[config.mk]
export PLATFORM = sky130hd
export DESIGN_NAME = fuzzy_water_quality_inference
export DESIGN_NICKNAME = d
export VERILOG_FILES = /design/src/rtl/fwqi_pkg.sv /design/src/rtl/fuzzy_water_quality_inference.sv /design/src/rtl/fwqi_div.sv
export SDC_FILE = /design/constraint.sdc
export NUM_CORES = 2
export LEC_CHECK = 0
export ABC_AREA = 1
export BUFFER_PORTS_ARGS = -buffer_cell sky130_fd_sc_hd__buf_2
export CAP_MARGIN = 20
export CORE_MARGIN = 5
export CORE_UTILIZATION = 60
export CTS_BUF_LIST = sky130_fd_sc_hd__clkbuf_8
export CTS_CLUSTER_DIAMETER = 40
export DETAILED_ROUTE_END_ITERATION = 12
export PLACE_DENSITY = 0.77
export RECOVER_POWER = 50
export SLEW_MARGIN = 20
export SYNTH_ARGS = -nofsm -noshare
export SYNTH_HDL_FRONTEND = slang
export SYNTH_SLANG_ARGS = --single-unit
[constraint.sdc]
create_clock -name aclk -period 11.4 [get_ports aclk]
set_input_delay 1.14 -clock aclk [delete_from_list [all_inputs] [get_ports aclk]]
set_output_delay 1.14 -clock aclk [all_outputs]
set_load 0.05 [all_outputs]
[src/rtl/fwqi_pkg.sv]
package fwqi_pkg;

    // Field widths
    localparam int HARDNESS_BITS = 12;
    localparam int CHLORIDE_BITS = 8;
    localparam int CENTROID_BITS = 8;
    localparam int FIELD_BITS    = 16;

    // Membership fraction bits (one = 1 << FRACTION_BITS)
    localparam int FRACTION_BITS = 15;
    localparam int MEM_W         = FRACTION_BITS + 1;

    // Defuzzifier widths
    localparam int QUAL_FRAC = 8;
    localparam int DEN_W     = MEM_W + 2;
    localparam int WPROD_W   = MEM_W + CENTROID_BITS;
    localparam int NUM_W     = WPROD_W + 2 + QUAL_FRAC;

    // Divider: quotient bits and bits retired per stage
    localparam int QUOT_W     = FIELD_BITS;
    localparam int DIV_STEP   = 2;
    localparam int DIV_STAGES = QUOT_W / DIV_STEP;

    // Configuration register map
    localparam int REG_INDEX_W = 2;
    localparam logic [REG_INDEX_W-1:0] REG_CENTROID_A = REG_INDEX_W'(0);
    localparam logic [REG_INDEX_W-1:0] REG_CENTROID_B = REG_INDEX_W'(1);
    localparam logic [REG_INDEX_W-1:0] REG_CENTROID_C = REG_INDEX_W'(2);

    localparam logic [CENTROID_BITS-1:0] CENTROID_A_RESET = CENTROID_BITS'(19);
    localparam logic [CENTROID_BITS-1:0] CENTROID_B_RESET = CENTROID_BITS'(40);
    localparam logic [CENTROID_BITS-1:0] CENTROID_C_RESET = CENTROID_BITS'(67);

    typedef struct packed {
        logic [HARDNESS_BITS-1:0] hardness_ppm;
        logic [CHLORIDE_BITS-1:0] chloride_level;
    } in_beat_t;

    typedef struct packed {
        logic [FIELD_BITS-1:0] strength_a;
        logic [FIELD_BITS-1:0] strength_b;
        logic [FIELD_BITS-1:0] strength_c;
        logic [FIELD_BITS-1:0] crisp_quality;
    } out_beat_t;

    // Beat handed from the inference front end to the divider
    typedef struct packed {
        logic [NUM_W-1:0]      num;
        logic [DEN_W-1:0]      den;
        logic [FIELD_BITS-1:0] strength_a;
        logic [FIELD_BITS-1:0] strength_b;
        logic [FIELD_BITS-1:0] strength_c;
    } div_beat_t;

endpackage

[src/rtl/fuzzy_water_quality_inference.sv]
// Channel  | Ports                         | Beat
// ---------+-------------------------------+---------------------------------------------
// input    | s_valid s_ready s_data        | hardness_ppm, chloride_level
// result   | m_valid m_ready m_data        | strength_a/b/c (Q1.15), crisp_quality (Q8.8)
// config   | cfg_we cfg_index cfg_wdata    | centroid_a/b/c, one write per cycle
//
// One beat per cycle sustained while m_ready is high; six inference stages plus the
// eight-stage divider, which retires two quotient bits per stage.
// Reset clears all valid bits and loads centroids 19, 40 and 67; there is no clearing pass.
// A stage holds its beat while the stage after it is full and stalled; empty stages
// fill up behind a stalled output, so input is taken until the pipe is full.
module fuzzy_water_quality_inference (
    input  logic                                aclk,
    input  logic                                aresetn,
    input  logic                                s_valid,
    output logic                                s_ready,
    input  fwqi_pkg::in_beat_t                  s_data,
    output logic                                m_valid,
    input  logic                                m_ready,
    output fwqi_pkg::out_beat_t                 m_data,
    input  logic                                cfg_we,
    input  logic [fwqi_pkg::REG_INDEX_W-1:0]    cfg_index,
    input  logic [fwqi_pkg::CENTROID_BITS-1:0]  cfg_wdata
);
    import fwqi_pkg::*;

    // Membership segment codes
    localparam logic [2:0] SEG_LOW  = 3'd0;
    localparam logic [2:0] SEG_RISE = 3'd1;
    localparam logic [2:0] SEG_MID  = 3'd2;
    localparam logic [2:0] SEG_FALL = 3'd3;
    localparam logic [2:0] SEG_HIGH = 3'd4;

    // Breakpoints
    localparam logic [HARDNESS_BITS-1:0] H_LO  = HARDNESS_BITS'(75);
    localparam logic [HARDNESS_BITS-1:0] H_MID = HARDNESS_BITS'(150);
    localparam logic [HARDNESS_BITS-1:0] H_HI  = HARDNESS_BITS'(300);
    localparam logic [CHLORIDE_BITS-1:0] C_LO  = CHLORIDE_BITS'(2);
    localparam logic [CHLORIDE_BITS-1:0] C_MID = CHLORIDE_BITS'(5);
    localparam logic [CHLORIDE_BITS-1:0] C_HI  = CHLORIDE_BITS'(8);

    // Hardness spans and their reciprocals
    localparam int KH_W        = 8;
    localparam int RECIP_SHIFT = 16;
    localparam int RECIP_W     = FRACTION_BITS + RECIP_SHIFT - 6;
    localparam int PROD_W      = KH_W + RECIP_W;
    localparam int REM_W       = KH_W + FRACTION_BITS;
    localparam logic [KH_W-1:0] H_SPAN_RISE = KH_W'(75);
    localparam logic [KH_W-1:0] H_SPAN_FALL = KH_W'(150);
    localparam logic [RECIP_W-1:0] RECIP_RISE =
        RECIP_W'((64'd1 << (FRACTION_BITS + RECIP_SHIFT)) / 75);
    localparam logic [RECIP_W-1:0] RECIP_FALL =
        RECIP_W'((64'd1 << (FRACTION_BITS + RECIP_SHIFT)) / 150);

    // Fixed-point one and chloride thirds
    localparam logic [MEM_W-1:0] ONE_FX     = MEM_W'(1) << FRACTION_BITS;
    localparam logic [MEM_W-1:0] ONE_THIRD  = MEM_W'((64'd1 << FRACTION_BITS) / 3);
    localparam logic [MEM_W-1:0] TWO_THIRDS = MEM_W'((64'd2 << FRACTION_BITS) / 3);

    localparam logic [FIELD_BITS-1:0] QUALITY_MAX =
        FIELD_BITS'(((1 << CENTROID_BITS) - 1) << QUAL_FRAC);

    typedef struct packed {
        logic [2:0]            h_seg;
        logic [KH_W-1:0]       h_ka;
        logic [KH_W-1:0]       h_kb;
        logic [2:0][MEM_W-1:0] c_mem;
    } st1_t;

    typedef struct packed {
        logic [2:0]            h_seg;
        logic [KH_W-1:0]       h_ka;
        logic [KH_W-1:0]       h_kb;
        logic [PROD_W-1:0]     h_pa;
        logic [PROD_W-1:0]     h_pb;
        logic [2:0][MEM_W-1:0] c_mem;
    } st2_t;

    typedef struct packed {
        logic [2:0][MEM_W-1:0] h_mem;
        logic [2:0][MEM_W-1:0] c_mem;
    } st3_t;

    typedef struct packed {
        logic [MEM_W-1:0] sa;
        logic [MEM_W-1:0] sb;
        logic [MEM_W-1:0] sc;
    } st4_t;

    typedef struct packed {
        logic [WPROD_W-1:0] wa;
        logic [WPROD_W-1:0] wb;
        logic [WPROD_W-1:0] wc;
        logic [DEN_W-1:0]   den;
        logic [MEM_W-1:0]   sa;
        logic [MEM_W-1:0]   sb;
        logic [MEM_W-1:0]   sc;
    } st5_t;

    logic [CENTROID_BITS-1:0] cent_a_reg, cent_b_reg, cent_c_reg;

    st1_t      st1_reg, st1_next;
    st2_t      st2_reg, st2_next;
    st3_t      st3_reg, st3_next;
    st4_t      st4_reg, st4_next;
    st5_t      st5_reg, st5_next;
    div_beat_t st6_reg, st6_next;
    logic      v1_reg, v2_reg, v3_reg, v4_reg, v5_reg, v6_reg;
    logic      en1, en2, en3, en4, en5, en6;
    logic      div_ready;

    function automatic logic [MEM_W-1:0] lesser(input logic [MEM_W-1:0] p,
                                                 input logic [MEM_W-1:0] q);
        return (p < q) ? p : q;
    endfunction

    function automatic logic [MEM_W-1:0] greater(input logic [MEM_W-1:0] p,
                                                  input logic [MEM_W-1:0] q);
        return (p > q) ? p : q;
    endfunction

    function automatic logic [MEM_W-1:0] third(input logic [1:0] k);
        return k[1] ? TWO_THIRDS : ONE_THIRD;
    endfunction

    // Reciprocal estimate is at most one low; one compare fixes it
    function automatic logic [MEM_W-1:0] fix_quot(input logic [KH_W-1:0]   k,
                                                   input logic [PROD_W-1:0] prod,
                                                   input logic [KH_W-1:0]   span);
        logic [FRACTION_BITS-1:0] qe;
        logic [REM_W-1:0]         rem;
        qe  = prod[RECIP_SHIFT +: FRACTION_BITS];
        rem = {k, {FRACTION_BITS{1'b0}}} - REM_W'(qe) * REM_W'(span);
        return MEM_W'(qe) + MEM_W'(rem >= REM_W'(span));
    endfunction

    // Centroid registers
    always_ff @(posedge aclk) begin
        if (!aresetn) begin
            cent_a_reg <= CENTROID_A_RESET;
            cent_b_reg <= CENTROID_B_RESET;
            cent_c_reg <= CENTROID_C_RESET;
        end else if (cfg_we) begin
            unique case (cfg_index)
                REG_CENTROID_A: cent_a_reg <= cfg_wdata;
                REG_CENTROID_B: cent_b_reg <= cfg_wdata;
                REG_CENTROID_C: cent_c_reg <= cfg_wdata;
                default: ;
            endcase
        end
    end

    // Stage 1: segment select, hardness numerators, chloride memberships
    always_comb begin
        logic [HARDNESS_BITS-1:0] hv;
        logic [CHLORIDE_BITS-1:0] cv;
        hv       = s_data.hardness_ppm;
        cv       = s_data.chloride_level;
        st1_next = '0;
        if (hv <= H_LO) begin
            st1_next.h_seg = SEG_LOW;
        end else if (hv < H_MID) begin
            st1_next.h_seg = SEG_RISE;
            st1_next.h_ka  = KH_W'(H_MID - hv);
            st1_next.h_kb  = KH_W'(hv - H_LO);
        end else if (hv == H_MID) begin
            st1_next.h_seg = SEG_MID;
        end else if (hv < H_HI) begin
            st1_next.h_seg = SEG_FALL;
            st1_next.h_ka  = KH_W'(H_HI - hv);
            st1_next.h_kb  = KH_W'(hv - H_MID);
        end else begin
            st1_next.h_seg = SEG_HIGH;
        end
        if (cv <= C_LO) begin
            st1_next.c_mem[0] = ONE_FX;
        end else if (cv < C_MID) begin
            st1_next.c_mem[0] = third(2'(C_MID - cv));
            st1_next.c_mem[1] = third(2'(cv - C_LO));
        end else if (cv == C_MID) begin
            st1_next.c_mem[1] = ONE_FX;
        end else if (cv < C_HI) begin
            st1_next.c_mem[1] = third(2'(C_HI - cv));
            st1_next.c_mem[2] = third(2'(cv - C_MID));
        end else begin
            st1_next.c_mem[2] = ONE_FX;
        end
    end

    // Stage 2: multiply by span reciprocal
    always_comb begin
        logic [RECIP_W-1:0] recip;
        recip          = (st1_reg.h_seg == SEG_FALL) ? RECIP_FALL : RECIP_RISE;
        st2_next.h_seg = st1_reg.h_seg;
        st2_next.h_ka  = st1_reg.h_ka;
        st2_next.h_kb  = st1_reg.h_kb;
        st2_next.h_pa  = PROD_W'(st1_reg.h_ka) * PROD_W'(recip);
        st2_next.h_pb  = PROD_W'(st1_reg.h_kb) * PROD_W'(recip);
        st2_next.c_mem = st1_reg.c_mem;
    end

    // Stage 3: quotient correction and hardness memberships
    always_comb begin
        logic [KH_W-1:0]  span;
        logic [MEM_W-1:0] qa, qb;
        span           = (st2_reg.h_seg == SEG_FALL) ? H_SPAN_FALL : H_SPAN_RISE;
        qa             = fix_quot(st2_reg.h_ka, st2_reg.h_pa, span);
        qb             = fix_quot(st2_reg.h_kb, st2_reg.h_pb, span);
        st3_next.h_mem = '0;
        st3_next.c_mem = st2_reg.c_mem;
        unique case (st2_reg.h_seg)
            SEG_LOW:  st3_next.h_mem[0] = ONE_FX;
            SEG_RISE: begin
                st3_next.h_mem[0] = qa;
                st3_next.h_mem[1] = qb;
            end
            SEG_MID:  st3_next.h_mem[1] = ONE_FX;
            SEG_FALL: begin
                st3_next.h_mem[1] = qa;
                st3_next.h_mem[2] = qb;
            end
            SEG_HIGH: st3_next.h_mem[2] = ONE_FX;
            default:  st3_next.h_mem = '0;
        endcase
    end

    // Stage 4: min rules, max per class
    always_comb begin
        st4_next.sa = greater(greater(lesser(st3_reg.h_mem[0], st3_reg.c_mem[0]),
                                      lesser(st3_reg.h_mem[0], st3_reg.c_mem[1])),
                              lesser(st3_reg.h_mem[1], st3_reg.c_mem[0]));
        st4_next.sb = greater(greater(lesser(st3_reg.h_mem[0], st3_reg.c_mem[2]),
                                      lesser(st3_reg.h_mem[1], st3_reg.c_mem[1])),
                              lesser(st3_reg.h_mem[2], st3_reg.c_mem[0]));
        st4_next.sc = greater(greater(lesser(st3_reg.h_mem[1], st3_reg.c_mem[2]),
                                      lesser(st3_reg.h_mem[2], st3_reg.c_mem[1])),
                              lesser(st3_reg.h_mem[2], st3_reg.c_mem[2]));
    end

    // Stage 5: weight by centroids, strength sum
    always_comb begin
        st5_next.wa  = WPROD_W'(st4_reg.sa) * WPROD_W'(cent_a_reg);
        st5_next.wb  = WPROD_W'(st4_reg.sb) * WPROD_W'(cent_b_reg);
        st5_next.wc  = WPROD_W'(st4_reg.sc) * WPROD_W'(cent_c_reg);
        st5_next.den = DEN_W'(st4_reg.sa) + DEN_W'(st4_reg.sb) + DEN_W'(st4_reg.sc);
        st5_next.sa  = st4_reg.sa;
        st5_next.sb  = st4_reg.sb;
        st5_next.sc  = st4_reg.sc;
    end

    // Stage 6: numerator in Q8.8 scale
    always_comb begin
        st6_next.num = (NUM_W'(st5_reg.wa) + NUM_W'(st5_reg.wb) + NUM_W'(st5_reg.wc))
                       << QUAL_FRAC;
        st6_next.den        = st5_reg.den;
        st6_next.strength_a = FIELD_BITS'(st5_reg.sa);
        st6_next.strength_b = FIELD_BITS'(st5_reg.sb);
        st6_next.strength_c = FIELD_BITS'(st5_reg.sc);
    end

    // Stage enables
    assign en6     = !v6_reg || div_ready;
    assign en5     = !v5_reg || en6;
    assign en4     = !v4_reg || en5;
    assign en3     = !v3_reg || en4;
    assign en2     = !v2_reg || en3;
    assign en1     = !v1_reg || en2;
    assign s_ready = en1;

    always_ff @(posedge aclk) begin
        if (!aresetn) begin
            v1_reg <= 1'b0;
            v2_reg <= 1'b0;
            v3_reg <= 1'b0;
            v4_reg <= 1'b0;
            v5_reg <= 1'b0;
            v6_reg <= 1'b0;
        end else begin
            if (en1) v1_reg <= s_valid;
            if (en2) v2_reg <= v1_reg;
            if (en3) v3_reg <= v2_reg;
            if (en4) v4_reg <= v3_reg;
            if (en5) v5_reg <= v4_reg;
            if (en6) v6_reg <= v5_reg;
        end
    end

    always_ff @(posedge aclk) begin
        if (en1) st1_reg <= st1_next;
        if (en2) st2_reg <= st2_next;
        if (en3) st3_reg <= st3_next;
        if (en4) st4_reg <= st4_next;
        if (en5) st5_reg <= st5_next;
        if (en6) st6_reg <= st6_next;
    end

    fwqi_div u_div (
        .aclk      (aclk),
        .aresetn   (aresetn),
        .in_valid  (v6_reg),
        .in_ready  (div_ready),
        .in_data   (st6_reg),
        .out_valid (m_valid),
        .out_ready (m_ready),
        .out_data  (m_data)
    );

`ifndef SYNTH
    // Some rule always fires, so the divisor is never zero
    a_strength_sum: assert property (@(posedge aclk) disable iff (!aresetn)
        v4_reg |-> ((st4_reg.sa | st4_reg.sb | st4_reg.sc) != '0))
        else $error("all class strengths zero");

    a_strength_range: assert property (@(posedge aclk) disable iff (!aresetn)
        v4_reg |-> (st4_reg.sa <= ONE_FX && st4_reg.sb <= ONE_FX && st4_reg.sc <= ONE_FX))
        else $error("class strength above one");

    // Input is refused only when the whole pipe backs up behind the output
    a_stall_source: assert property (@(posedge aclk) disable iff (!aresetn)
        !s_ready |-> (m_valid && !m_ready))
        else $error("input refused without an output stall");

    a_quality_range: assert property (@(posedge aclk) disable iff (!aresetn)
        m_valid |-> (m_data.crisp_quality <= QUALITY_MAX))
        else $error("crisp quality beyond largest centroid");
`endif

endmodule

[src/rtl/fwqi_div.sv]
module fwqi_div (
    input  logic                aclk,
    input  logic                aresetn,
    input  logic                in_valid,
    output logic                in_ready,
    input  fwqi_pkg::div_beat_t in_data,
    output logic                out_valid,
    input  logic                out_ready,
    output fwqi_pkg::out_beat_t out_data
);
    import fwqi_pkg::*;

    typedef struct packed {
        logic [DEN_W-1:0]      rem;
        logic [QUOT_W-1:0]     bits;   // numerator bits shift out, quotient bits shift in
        logic [DEN_W-1:0]      den;
        logic                  zero;
        logic [FIELD_BITS-1:0] sa;
        logic [FIELD_BITS-1:0] sb;
        logic [FIELD_BITS-1:0] sc;
    } lane_t;

    lane_t                 st_reg  [DIV_STAGES];
    lane_t                 st_next [DIV_STAGES];
    lane_t                 entry;
    logic [DIV_STAGES-1:0] valid_reg;
    logic [DIV_STAGES-1:0] en;

    // Restoring division, DIV_STEP quotient bits
    function automatic lane_t div_step(input lane_t x);
        lane_t          y;
        logic [DEN_W:0] trial;
        y = x;
        for (int j = 0; j < DIV_STEP; j++) begin
            trial = {y.rem, y.bits[QUOT_W-1]};
            if (trial >= {1'b0, y.den}) begin
                y.rem  = DEN_W'(trial - {1'b0, y.den});
                y.bits = {y.bits[QUOT_W-2:0], 1'b1};
            end else begin
                y.rem  = trial[DEN_W-1:0];
                y.bits = {y.bits[QUOT_W-2:0], 1'b0};
            end
        end
        return y;
    endfunction

    // Quotient fits QUOT_W bits, so the upper numerator part is below den
    always_comb begin
        entry.rem  = in_data.num[NUM_W-1:QUOT_W];
        entry.bits = in_data.num[QUOT_W-1:0];
        entry.den  = in_data.den;
        entry.zero = (in_data.den == '0);
        entry.sa   = in_data.strength_a;
        entry.sb   = in_data.strength_b;
        entry.sc   = in_data.strength_c;
    end

    always_comb begin
        st_next[0] = div_step(entry);
        for (int k = 1; k < DIV_STAGES; k++) begin
            st_next[k] = div_step(st_reg[k-1]);
        end
    end

    // A stage advances when empty or when the one after it advances
    always_comb begin
        en[DIV_STAGES-1] = !valid_reg[DIV_STAGES-1] || out_ready;
        for (int k = DIV_STAGES - 2; k >= 0; k--) begin
            en[k] = !valid_reg[k] || en[k+1];
        end
    end

    assign in_ready = en[0];

    always_ff @(posedge aclk) begin
        if (!aresetn) begin
            valid_reg <= '0;
        end else begin
            if (en[0]) begin
                valid_reg[0] <= in_valid;
            end
            for (int k = 1; k < DIV_STAGES; k++) begin
                if (en[k]) begin
                    valid_reg[k] <= valid_reg[k-1];
                end
            end
        end
    end

    always_ff @(posedge aclk) begin
        for (int k = 0; k < DIV_STAGES; k++) begin
            if (en[k]) begin
                st_reg[k] <= st_next[k];
            end
        end
    end

    // Last stage is the output register
    assign out_valid              = valid_reg[DIV_STAGES-1];
    assign out_data.strength_a    = st_reg[DIV_STAGES-1].sa;
    assign out_data.strength_b    = st_reg[DIV_STAGES-1].sb;
    assign out_data.strength_c    = st_reg[DIV_STAGES-1].sc;
    assign out_data.crisp_quality = st_reg[DIV_STAGES-1].zero ? '0 : st_reg[DIV_STAGES-1].bits;

endmodule
==> flow_summary.yaml <==
logic_synthesis:
  synthArstFlopShare: 0
  synth_area_per_cell_um2: 9.08
  synth_ff_type: "edfxtp_1"
  synth_area_mm2: 0.0933
  synthMuxAreaShare: 0
  synth_cells: 10300
  synth-edff-count: 1149
  synth-compound-area-share: 0.0785
  synthXorXnorAreaFrac: 0.0326
  synth_cell_types: 71
  synth-adder-area-share: 0.248
  synth_simple_gate_area_frac: 0.178
  yosys_warnings: 0
  seq_area_frac_synth: 0.378
  ys_seq_elements: 1187
  synth_top_family_by_area: "adder cells"
setup_path:
  reg2reg_from: "st2_reg[131]"
  worstPathMaxFanout: 38
  rrSetupSlack_ps: 3590
  end_kind: "primary output"
  worstPathArrival_ps: 7230
  reg2reg_depth: 42
  critPathKind: "flip-flop to primary output"
  worstPathRequired_ps: 10260
  crit_path_start_kind: "flip-flop"
  reg2reg_to: "st3_reg[77]"
cells_and_area:
  final_cell_mix: "nand2_1 (2405), inv_1 (1751), edfxtp_1 (1149), ha_1 (959), nand3_1 (634)"
  fillers: 12500
  final_nets: 11900
  final_common_cell: "nand2_1"
  final_cells: 12600
  largest_reg_flops: 728
  areaGrowthSynthToFinish_pct: 6.77
  drive_gt1_frac: 0.0485
grt:
  grt_overflow: 0
  grt_max_degree: 94
  grt_pass1_vias: 70900
  grt_first_pass_wirelength_um: 375000
  antenna_found_initial: 8
  track_usage: 0.289
sta:
  max_clock_freq_ghz: 0.119
  worst_pin_slew_ps: 3690
  final-max-slew-violation-count: 330
  relSlewSlack: -1.46
  fin_crit_sh: 0.735
  min_period_ps: 8370
  finalClockSkew_ps: 104
  setup_violations: 0
  hold_viol: 0
  rsz0062_at_grt: "no"
  tns_ps: 0
worst_hold_path:
  min-delay-start: "st6_reg[46]"
  hold_end: "u_div.st_reg[0][46]"
  hold_depth: 0
  holdCritPathClass: "flip-flop to flip-flop"
floorplan:
  rows: 144
  dieArea_mm2: 0.164
  num_io_pins: 101
  die_width_um: 404
  core_area_mm2: 0.154
  initial_core_util: 0.604
  die_h_um: 404
clocking:
  cts_tree: "built"
  cts_hold_buf: 0
  post_cts_buffers: 0
  root_buffer: "clkbuf_8"
  clock_latency_ps: 970
  cts_resized: 0
  htreeDepth: 4
  cts.path.max_buffers: 3
  numCtsBuffers: 200
  clock-sinks: 1187
  clkTransAtPathRegs_ps: 60
detailed_routing:
  drtPass1Iterations: 9
  routed_via_density: 5.67
  drt_iter0_markers: 6356
  ant_nets: 0
  met2_length_um: 108000
  drc: 0
  dr_total_vias: 71400
  wl_per_cell_um: 18.7
  wl_met3_um: 19100
  top_layer: "met5"
  wirelength_met1_um: 98000
  drt_wl_total_um: 236000
place:
  dp_cells: 12200
  gp_congestion: 1.01
  dp_hpwl_um: 188000
  place.port_buffers: 100
outcome:
  violations: "max-capacitance violations, max-slew violations"
  outcome: "finished, violations left"
job:
  maxCapViolations: 6
area by class of cell:
cell class,count,area [um2],area share
multi-input combinational,7144,50300,0.505
sequential,1187,35300,0.354
inverter,1721,6470,0.0649
clock buffer,210,2890,0.0290
tap,2044,2560,0.0257
clock inverter,161,1450,0.0145
timing repair buffer,132,667,0.00669
antenna,5,12.5,0.000126
synthesized netlist by cell type, drive strengths merged (5+ instances only):
cell / number / share of area
dfxtp: 38 / 0.0082
nand3b: 34 / 0.0027
nor4: 24 / 0.0018
xnor2: 140 / 0.013
clkbuf: 150 / 0.0062
fa: 558 / 0.12
or2: 38 / 0.0025
ha: 959 / 0.13
o21ai: 430 / 0.024
inv: 1717 / 0.069
o221ai: 8 / 0.00075
a21oi: 627 / 0.034
and2: 18 / 0.0012
nand4: 126 / 0.0089
a31oi: 44 / 0.0030
nor2: 502 / 0.021
o21a: 34 / 0.0027
xor2: 207 / 0.019
a21o: 52 / 0.0042
a21boi: 21 / 0.0017
buf: 117 / 0.0088
a211oi: 13 / 0.0010
nand3: 651 / 0.036
nand2: 2427 / 0.099
o22ai: 14 / 0.00094
o31ai: 10 / 0.00080
edfxtp: 1149 / 0.37
a221oi: 5 / 0.00047
o211ai: 9 / 0.00072
o21bai: 39 / 0.0031
nor3: 85 / 0.0048
how the worst max path moves through the flow:
stage	cells after the start	from	end	slack (ps)
6_report	13	u_div.valid_reg[7]	s_ready	3030
5_1_grt	13	u_div.valid_reg[7]	s_ready	2330
4_1_cts	40	st2_reg[131]	st3_reg[94]	3620
3_5_place_dp	40	st2_reg[131]	st3_reg[78]	3700
3_3_place_gp	42	st2_reg[131]	st3_reg[77]	3850
2_1_floorplan	12	m_ready	s_ready	630
per-layer routing:
metal / vias up / GRT usage
li1: 34100 / -
met1: 34000 / 0.385
met2: 2725 / 0.465
met3: 590 / 0.0555
met4: 10 / 0.119
met5: - / 0.00819
worst max-delay path: stages, from the launching register on:
cell	delay, ps
dfxtp_1	330
nand2_1	350
nor2_1	370
nand2_1	930
nor2_1	550
nand2_1	840
nor2_1	610
nand2_4	350
nor2_4	310
nand3_4	510
nor2_4	410
nand4_2	110
buf_4	280
buf_2	290
kinds of logic (layout without fill, tap and decap cells):
kind of cell    Yosys count  count (layout)
xor+xnor                347             347
other cells               2              53
flops                  1187            1187
simple gates           3913            3913
buf+inv                1988            2224
compound gates         1319            1319
fa+ha+maj              1517            1517
through the flow:
stage               worst slack (ps)  cell area (um2)   util  hold WS (ps)
floorplan                        626            93500      -           400
global placement                3850            95400  0.618           400
detailed placement              3700            95400  0.618           405
CTS                             3620            99800  0.646           371
global route                    2330            99600  0.645           390
finish                          3030            99600  0.645           390
Power is left out: the tool's default activity adds up to more than one toggle a clock period on the data nets, which glitch-free logic cannot reach.
